--- src/design/rufc_pkg.sv ---
// ---------------------------------------------------------------------------
// rufc_pkg: shared types and constants
// Action codes, stream widths and the command/status bundles between the
// controller and the datapath of the RS485 UART buffer controller.
// ---------------------------------------------------------------------------
package rufc_pkg;

  localparam int ACT_W       = 3;
  localparam int BYTE_W      = 8;
  localparam int IN_TDATA_W  = 8;
  localparam int IN_TUSER_W  = 6;
  localparam int OUT_TDATA_W = 24;

  localparam logic [ACT_W-1:0] ACT_HOST_WRITE = 3'd0;
  localparam logic [ACT_W-1:0] ACT_HOST_READ  = 3'd1;
  localparam logic [ACT_W-1:0] ACT_IRQ        = 3'd2;
  localparam logic [ACT_W-1:0] ACT_CLEAR_TX   = 3'd3;
  localparam logic [ACT_W-1:0] ACT_CLEAR_RX   = 3'd4;

  // controller -> datapath
  typedef struct packed {
    logic load_item;  // capture the incoming word
    logic exec;       // pointer/flag update and RAM access
    logic load_out;   // move result into the output register
  } ctrl_cmd_t;

  // datapath -> controller
  typedef struct packed {
    logic out_free;   // output register empty or draining this cycle
  } dp_status_t;

endpackage

--- src/design/rs485_uart_fifo_controller.sv ---
// ---------------------------------------------------------------------------
// rs485_uart_fifo_controller: RS485 UART byte ring buffers
// Transmit and receive byte rings with TXE/TC interrupt enables and the
// RS485 driver-enable line.
//
// Input stream (s_axis): one word per host write, host read, interrupt
// event or ring clear. tuser carries the action code and the interrupt
// flags, tdata the byte, tlast marks the final byte of a send.
// Output stream (m_axis): exactly one word per input word, carrying the
// byte sent to the line, the byte popped by a host read, and the driver
// enable and interrupt enables after the update.
// Flow: an accepted word gets its update with RAM access, then the output
// register is loaded from the registered RAM read. The single-word
// sequencer around the registered RAMs takes no new word until the current
// one has been loaded into the output register.
// Reset: all pointers, enables and driver enable go to zero; no clearing
// pass, buffer contents are undefined until written.
// Stall: while a result sits in the output register the next word is still
// accepted; it waits in the result stage until the output register frees.
// ---------------------------------------------------------------------------
module rs485_uart_fifo_controller #(
  parameter int TX_DEPTH = 128,
  parameter int RX_DEPTH = 128
) (
  input  logic                              clk,
  input  logic                              rst,
  input  logic                              s_axis_tvalid,
  output logic                              s_axis_tready,
  // [7:0] data
  input  logic [rufc_pkg::IN_TDATA_W-1:0]   s_axis_tdata,
  // [2:0] action, [3] rx_flag, [4] txe_flag, [5] tc_flag
  input  logic [rufc_pkg::IN_TUSER_W-1:0]   s_axis_tuser,
  input  logic                              s_axis_tlast,
  output logic                              m_axis_tvalid,
  input  logic                              m_axis_tready,
  // [0] line_valid, [8:1] line_byte, [9] read_valid, [17:10] read_byte,
  // [18] driver_enable, [19] txe_irq_on, [20] tc_irq_on, [23:21] zero
  output logic [rufc_pkg::OUT_TDATA_W-1:0]  m_axis_tdata
);
  import rufc_pkg::*;

  ctrl_cmd_t  cmd;
  dp_status_t status;

  rufc_ctrl u_ctrl (
    .clk           (clk),
    .rst           (rst),
    .s_axis_tvalid (s_axis_tvalid),
    .s_axis_tready (s_axis_tready),
    .status        (status),
    .cmd           (cmd)
  );

  rufc_datapath #(
    .TX_DEPTH (TX_DEPTH),
    .RX_DEPTH (RX_DEPTH)
  ) u_datapath (
    .clk           (clk),
    .rst           (rst),
    .cmd           (cmd),
    .status        (status),
    .in_tdata      (s_axis_tdata),
    .in_tuser      (s_axis_tuser),
    .in_tlast      (s_axis_tlast),
    .m_axis_tvalid (m_axis_tvalid),
    .m_axis_tready (m_axis_tready),
    .m_axis_tdata  (m_axis_tdata)
  );

endmodule

--- src/design/rufc_ram.sv ---
// ---------------------------------------------------------------------------
// rufc_ram: generic single-write, single-read RAM
// One write port and one read port, read data registered.
// ---------------------------------------------------------------------------
module rufc_ram #(
  parameter int WIDTH = 8,
  parameter int DEPTH = 128
) (
  input  logic                     clk,
  input  logic                     we,
  input  logic [$clog2(DEPTH)-1:0] waddr,
  input  logic [WIDTH-1:0]         wdata,
  input  logic                     re,
  input  logic [$clog2(DEPTH)-1:0] raddr,
  output logic [WIDTH-1:0]         rdata
);

  logic [WIDTH-1:0] mem [DEPTH];

  always_ff @(posedge clk) begin
    if (we) begin
      mem[waddr] <= wdata;
    end
    if (re) begin
      rdata <= mem[raddr];
    end
  end

endmodule

--- src/design/rufc_ctrl.sv ---
// ---------------------------------------------------------------------------
// rufc_ctrl: sequencing state machine
// Takes one word, runs the update step, then hands the result to the
// output register once it is free.
// ---------------------------------------------------------------------------
module rufc_ctrl (
  input  logic                   clk,
  input  logic                   rst,
  input  logic                   s_axis_tvalid,
  output logic                   s_axis_tready,
  input  rufc_pkg::dp_status_t   status,
  output rufc_pkg::ctrl_cmd_t    cmd
);
  import rufc_pkg::*;

  localparam logic [1:0] ST_IDLE = 2'd0;
  localparam logic [1:0] ST_EXEC = 2'd1;
  localparam logic [1:0] ST_DONE = 2'd2;

  logic [1:0] state;
  logic [1:0] state_next;

  always_comb begin
    state_next    = state;
    s_axis_tready = 1'b0;
    cmd           = '0;
    case (state)
      ST_IDLE: begin
        s_axis_tready = 1'b1;
        if (s_axis_tvalid) begin
          cmd.load_item = 1'b1;
          state_next    = ST_EXEC;
        end
      end
      ST_EXEC: begin
        cmd.exec   = 1'b1;
        state_next = ST_DONE;
      end
      ST_DONE: begin
        // RAM read data is valid here
        if (status.out_free) begin
          cmd.load_out = 1'b1;
          state_next   = ST_IDLE;
        end
      end
      default: begin
        state_next = ST_IDLE;
      end
    endcase
  end

  always_ff @(posedge clk) begin
    if (rst) begin
      state <= ST_IDLE;
    end else begin
      state <= state_next;
    end
  end

  a_accept_to_exec: assert property (@(posedge clk) disable iff (rst)
    (s_axis_tvalid && s_axis_tready) |=> (state == ST_EXEC))
    else $error("accepted word did not start execution");

  a_exec_to_done: assert property (@(posedge clk) disable iff (rst)
    (state == ST_EXEC) |=> (state == ST_DONE))
    else $error("execution cycle not followed by result stage");

endmodule

--- src/design/rufc_datapath.sv ---
// ---------------------------------------------------------------------------
// rufc_datapath: ring pointers, IRQ enables, buffer RAMs, output register
// Holds both byte rings and performs one update per exec command.
// ---------------------------------------------------------------------------
module rufc_datapath #(
  parameter int TX_DEPTH = 128,
  parameter int RX_DEPTH = 128
) (
  input  logic                                clk,
  input  logic                                rst,
  input  rufc_pkg::ctrl_cmd_t                 cmd,
  output rufc_pkg::dp_status_t                status,
  input  logic [rufc_pkg::IN_TDATA_W-1:0]     in_tdata,
  input  logic [rufc_pkg::IN_TUSER_W-1:0]     in_tuser,
  input  logic                                in_tlast,
  output logic                                m_axis_tvalid,
  input  logic                                m_axis_tready,
  output logic [rufc_pkg::OUT_TDATA_W-1:0]    m_axis_tdata
);
  import rufc_pkg::*;

  localparam int TX_AW = $clog2(TX_DEPTH);
  localparam int RX_AW = $clog2(RX_DEPTH);
  localparam logic [TX_AW-1:0] TX_LAST = TX_AW'(TX_DEPTH - 1);
  localparam logic [RX_AW-1:0] RX_LAST = RX_AW'(RX_DEPTH - 1);

  // captured word
  logic [ACT_W-1:0]  act;
  logic [BYTE_W-1:0] data;
  logic              send_last;
  logic              rx_flag;
  logic              txe_flag;
  logic              tc_flag;

  logic [TX_AW-1:0] tx_head;
  logic [TX_AW-1:0] tx_tail;
  logic [RX_AW-1:0] rx_head;
  logic [RX_AW-1:0] rx_tail;
  logic             txe_en;
  logic             tc_en;
  logic             dir_tx;
  logic             line_go;
  logic             read_go;

  logic [BYTE_W-1:0] tx_rdata;
  logic [BYTE_W-1:0] rx_rdata;

  logic tx_empty;
  logic rx_empty;
  logic host_wr;
  logic host_rd;
  logic rx_wr;
  logic txe_act;
  logic tc_act;
  logic send;

  logic [TX_AW-1:0] tx_head_inc;
  logic [TX_AW-1:0] tx_tail_inc;
  logic [RX_AW-1:0] rx_head_inc;
  logic [RX_AW-1:0] rx_tail_inc;

  always_comb begin
    tx_empty = (tx_tail == tx_head);
    rx_empty = (rx_tail == rx_head);
    host_wr  = (act == ACT_HOST_WRITE);
    host_rd  = (act == ACT_HOST_READ) && !rx_empty;
    rx_wr    = (act == ACT_IRQ) && rx_flag;
    // TXE has priority; TC is only looked at when TXE does not act
    txe_act  = (act == ACT_IRQ) && txe_flag && txe_en;
    tc_act   = (act == ACT_IRQ) && !txe_act && tc_flag && tc_en;
    send     = (txe_act || tc_act) && !tx_empty;

    tx_head_inc = (tx_head == TX_LAST) ? '0 : tx_head + 1'b1;
    tx_tail_inc = (tx_tail == TX_LAST) ? '0 : tx_tail + 1'b1;
    rx_head_inc = (rx_head == RX_LAST) ? '0 : rx_head + 1'b1;
    rx_tail_inc = (rx_tail == RX_LAST) ? '0 : rx_tail + 1'b1;
  end

  always_ff @(posedge clk) begin
    if (cmd.load_item) begin
      data      <= in_tdata[BYTE_W-1:0];
      act       <= in_tuser[ACT_W-1:0];
      rx_flag   <= in_tuser[3];
      txe_flag  <= in_tuser[4];
      tc_flag   <= in_tuser[5];
      send_last <= in_tlast;
    end
  end

  always_ff @(posedge clk) begin
    if (rst) begin
      tx_head <= '0;
      tx_tail <= '0;
      rx_head <= '0;
      rx_tail <= '0;
      txe_en  <= 1'b0;
      tc_en   <= 1'b0;
      dir_tx  <= 1'b0;
      line_go <= 1'b0;
      read_go <= 1'b0;
    end else if (cmd.exec) begin
      line_go <= send;
      read_go <= host_rd;
      if (host_wr) begin
        tx_head <= tx_head_inc;
        if (send_last) begin
          dir_tx <= 1'b1;
          txe_en <= 1'b1;
        end
      end
      if (host_rd) begin
        rx_tail <= rx_tail_inc;
      end
      if (rx_wr) begin
        rx_head <= rx_head_inc;
      end
      if (send) begin
        tx_tail <= tx_tail_inc;
      end
      if (txe_act && tx_empty) begin
        txe_en <= 1'b0;
        tc_en  <= 1'b1;
      end
      if (tc_act && tx_empty) begin
        tc_en  <= 1'b0;
        dir_tx <= 1'b0;
      end
      if (act == ACT_CLEAR_TX) begin
        tx_head <= '0;
        tx_tail <= '0;
      end
      if (act == ACT_CLEAR_RX) begin
        rx_head <= '0;
        rx_tail <= '0;
      end
    end
  end

  rufc_ram #(.WIDTH(BYTE_W), .DEPTH(TX_DEPTH)) u_tx_ram (
    .clk   (clk),
    .we    (cmd.exec && host_wr),
    .waddr (tx_head),
    .wdata (data),
    .re    (cmd.exec && send),
    .raddr (tx_tail),
    .rdata (tx_rdata)
  );

  rufc_ram #(.WIDTH(BYTE_W), .DEPTH(RX_DEPTH)) u_rx_ram (
    .clk   (clk),
    .we    (cmd.exec && rx_wr),
    .waddr (rx_head),
    .wdata (data),
    .re    (cmd.exec && host_rd),
    .raddr (rx_tail),
    .rdata (rx_rdata)
  );

  // output register
  always_ff @(posedge clk) begin
    if (rst) begin
      m_axis_tvalid <= 1'b0;
    end else if (cmd.load_out) begin
      m_axis_tvalid <= 1'b1;
    end else if (m_axis_tready) begin
      m_axis_tvalid <= 1'b0;
    end
  end

  always_ff @(posedge clk) begin
    if (cmd.load_out) begin
      m_axis_tdata <= {3'b000, tc_en, txe_en, dir_tx,
                       read_go ? rx_rdata : {BYTE_W{1'b0}}, read_go,
                       line_go ? tx_rdata : {BYTE_W{1'b0}}, line_go};
    end
  end

  assign status.out_free = !m_axis_tvalid || m_axis_tready;

  a_one_kind: assert property (@(posedge clk) disable iff (rst)
    m_axis_tvalid |-> !(m_axis_tdata[0] && m_axis_tdata[9]))
    else $error("line byte and read byte in the same result");

  a_clear_tx: assert property (@(posedge clk) disable iff (rst)
    (cmd.exec && act == ACT_CLEAR_TX) |=> (tx_head == '0 && tx_tail == '0))
    else $error("tx ring pointers not cleared");

  a_send_advances: assert property (@(posedge clk) disable iff (rst)
    (cmd.exec && send) |=> (tx_tail != $past(tx_tail)))
    else $error("tx read pointer did not advance on send");

  a_no_overwrite: assert property (@(posedge clk) disable iff (rst)
    (m_axis_tvalid && !m_axis_tready) |-> !cmd.load_out)
    else $error("result loaded over a stalled word");

endmodule

--- config.mk ---
export PLATFORM = sky130hd
export DESIGN_NAME = rs485_uart_fifo_controller
export DESIGN_NICKNAME = d
export VERILOG_FILES = /design/src/design/rufc_pkg.sv /design/src/design/rs485_uart_fifo_controller.sv /design/src/design/rufc_ram.sv /design/src/design/rufc_ctrl.sv /design/src/design/rufc_datapath.sv
export SDC_FILE = /design/constraint.sdc
export NUM_CORES = 2
export LEC_CHECK = 0
export BUFFER_PORTS_ARGS = -buffer_cell sky130_fd_sc_hd__buf_2
export CAP_MARGIN = 20
export CORE_ASPECT_RATIO = 1.4
export CORE_UTILIZATION = 40
export CTS_BUF_LIST = sky130_fd_sc_hd__clkbuf_16
export CTS_CLUSTER_DIAMETER = 50
export CTS_CLUSTER_SIZE = 16
export DETAILED_ROUTE_END_ITERATION = 6
export PLACE_DENSITY_LB_ADDON = 0.08
export SLEW_MARGIN = 25
export SYNTH_ARGS = -nofsm -noshare
export SYNTH_HDL_FRONTEND = slang
export SYNTH_SLANG_ARGS = --single-unit
--- constraint.sdc ---
create_clock -name clk -period 9.92 [get_ports clk]
set_input_delay 0 -clock clk [delete_from_list [all_inputs] [get_ports clk]]
set_output_delay 0 -clock clk [all_outputs]
set_load 0.01 [all_outputs]
==> out/qor.yml <==
start_kind: "register"
leakage_nw: 27.3
synth_commonest_cells: "2,100 x edfxtp_1, 568 x mux4_2, 267 x nor2_1"
die-area_sq_mm: 0.209
synth_top_area_share_pct: 76.2
vdd_drop_max_uv: 137
outcome: "complete, no violations"
grt_max_degree: 190
worstSkewPairLatency_ps: 840
crit_family: "multiplexers"
worst_pin_slew_ps: 1280
min_period_ps: 4310
grt_pass1_vias: 39900
setup_viol_count_final: 0
layout.nets: 3948
cpMostUsedCell: "mux4_2"
area.growth.synth_to_final_pct: 11.9
clk_pin_slew_ps: 70
port_buffers: 41
clock.fmax_mhz: 232
ctsHoldBuffers: 34
post_cts_buffers: 0
die_h_um: 540
pwr-share-seq_pct: 56.9
cts_tree: "yes"
syn_inst: 3779
setup.worst_path.end_class: "register"
worst_slack_ps: 5610
cp_num_cells: 6
layout-drive-gt1-share_pct: 25.9
synth.distinct_cells: 59
syn_area_per_cell_sq_um: 21.9
pwr-share-clk_pct: 41.3
syn-cell-area_sq_mm: 0.0828
core_area_sq_mm: 0.206
cts_buffers: 187
vias_per_cell: 5.59
fin_crit_sh_pct: 43.5
internal-power_mw: 13.9
cp.required_ps: 10490
yosysSeqAreaShare_pct: 77.1
route.met2.wl_um: 110000
dpl-instance-area_sq_mm: 0.0864
final_area_sq_mm: 0.0926
crit_type: "register to register"
reg2reg_depth: 6
synth_top_area_cell: "edfxtp_1"
first_pass_iters: 7
drc: 0
vias: 37600
slowest_stage: "dfxtp_4"
synth-edff-count: 2100
wl_per_cell_um: 30.8
r2r_slack_ps: 5610
critPathMaxStageDelay_ps: 950
wl_met3_um: 7300
dp_hpwl_um: 123000
yosys_warnings: 0
wl_um: 207000
grtUsageTotal_pct: 19.9
synth-seq-cells: 2136
critical_path.cell_chain: "buf_12, buf_16, mux4_2, mux4_2, mux4_2, mux2_2"
timing.rr.start: "u_datapath.rx_tail[0]"
holdWs_ps: 265
fillCellCount: 17400
swShare_pct: 20.6
clockBufferDepth: 4
ctsResizeCount: 0
htreeDepth: 4
io_pins: 45
drtIter0Drc: 2731
hp-class: "primary input to register"
finalHoldViolCount: 0
relSlewSlack_pct: 14.8
crit_buf_inv: 2
ys_async_sr_fraction_pct: 0
crit_fanout: 59
fp-row-count: 197
wl_met1_um: 85600
place_ws_ps: 5550
grt_overflow: 0
yosysMostFrequentCell: "edfxtp_1"
crit_arrival_ps: 4890
critPathLaunch: "u_datapath.rx_tail[0]"
rsz0062_at_grt: "no"
crit_path_end: "u_datapath.u_rx_ram.rdata[5]"
tns_ps: 0
clock-sinks: 2136
antenna_found_initial: 2
synth-main-ff-cell: "edfxtp_1"
switching_power_mw: 3.60
synth_area_leaders: "edfxtp_1 76%, mux4_2 15%, nor2_1 1.2%"
slew_viol_final: 0
power_frac_comb_pct: 1.8
p_per_area_mw_per_mm2: 189
grt_pass1_wl_um: 300000
highest_layer: "met4"
cts_root_buf: "clkbuf_16"
place_congestion: 0.785
fin_skew_ps: 49.7
die_w_um: 386
start_util_pct: 40.3
cap_viol_max_count: 0
ant_nets: 0
crit-reg2reg-capture: "u_datapath.u_rx_ram.rdata[5]"
==> registers in the layout (all words and copies together), names as in the netlist, 2 cells and up <==
signal,flops
u_datapath.tx_tail,7
u_datapath.rx_head,7
u_datapath.m_axis_tdata,21
u_datapath.tx_head,7
u_datapath.rx_tail,7
u_ctrl.state,2
u_datapath.u_rx_ram.rdata,8
u_datapath.data,8
u_datapath.u_tx_ram.mem,1024
u_datapath.u_tx_ram.rdata,8
u_datapath.act,3
u_datapath.u_rx_ram.mem,1024
==> area by class of cell <==
cell class	instances	area, sq um	area share (%)
Multi-Input combinational cell	1422	18100	19.6
Clock inverter	112	1060	1.14
Sequential cell	2136	63800	68.9
Clock buffer	189	4730	5.11
Inverter	3	11.3	0.0122
Antenna cell	4	10.0	0.0108
Tap cell	2686	3360	3.63
Timing Repair Buffer	175	1500	1.62
==> worst reg2reg max path, stage by stage, from the launching register on <==
cell,delay (ps)
dfxtp_4,950
buf_12,470
buf_16,490
mux4_2,650
mux4_2,570
mux4_2,630
mux2_2,310
==> per-stage QoR <==
| stage | util [%] | std cells | power (mW) |
|---|---|---|---|
| 3_5_place_dp | 42.0 | 6385 | 10.4 |
| 5_1_grt | 45.0 | 6724 | 18.0 |
| 4_1_cts | 45.0 | 6720 | 17.7 |
| 3_3_place_gp | 42.0 | 6385 | 10.4 |
| 6_report | 45.0 | 6727 | 17.5 |
| 2_1_floorplan | - | 3781 | 10.3 |
==> how the worst min path moves through the flow <==
stage | endpoint | slack, ps | cells past startpoint | from
6_report | u_datapath.line_go | 270 | 3 | rst
3_3_place_gp | u_datapath.data[1] | 180 | 1 | s_axis_tdata[1]
2_1_floorplan | u_ctrl.state[1] | 70 | 1 | rst
5_1_grt | u_datapath.tx_tail[1] | 220 | 3 | rst
3_5_place_dp | u_datapath.data[7] | 180 | 1 | s_axis_tdata[7]
4_1_cts | u_datapath.tx_tail[1] | 170 | 3 | rst
==> logic make-up after synthesis <==
family / Yosys count / share of synthesized area, %
adders and majority gates: 4 / 0.0605
other: 1 / 0.00453
xor gates and xnor gates: 26 / 0.275
DFF: 2136 / 77.1
AOI/OAI and AO/OA: 213 / 1.83
buffers and inverters: 223 / 1.18
muxes: 673 / 16.8
and+or+nand+nor: 503 / 2.80
==> cells in the final DEF, fill, tap and decap left out, types with 9 or more instances in the layout <==
cell type      netlist  final
edfxtp_1          2100   2100
mux4_2             568    568
nor2_1             267    264
clkbuf_16            0    189
buf_4               13     84
mux2i_1             65     65
nor2b_1             52     51
a21oi_1             49     49
nand2_1             45     45
buf_2               50     41
mux2_2              40     40
nor3_1              42     34
a22oi_1             34     34
dlygate4sd3_1        0     34
dfxtp_1             36     28
a211oi_1            27     27
o22ai_1             24     24
and2_1              23     23
inv_1                2     22
clkinv_2             0     21
nand3_1             20     19
xor2_1              19     19
inv_6                0     19
a221o_1             16     16
clkinv_1             1     15
bufinv_16            0     14
nor4_1              13     11
buf_12               0     11
clkinvlp_4           0      9
==> power groups by stage <==
stage / Clock, mW / Combinational (mW) / Sequential (mW)
5_1_grt: 7.68 / 0.338 / 9.93
2_1_floorplan: 0 / 0.0828 / 10.2
4_1_cts: 7.40 / 0.320 / 9.94
6_report: 7.21 / 0.312 / 9.94
3_3_place_gp: 0 / 0.302 / 10.1
3_5_place_dp: 0 / 0.310 / 10.1
==> metal layers <==
metal  vias to the layer above  global-route usage, %
met5                         -                      0
met4                         0                   4.93
met3                       257                   2.28
li1                      16100                      -
met1                     20500                   25.8
met2                       766                   35.5
No activity file was read; power rests on OpenSTA's default activity.
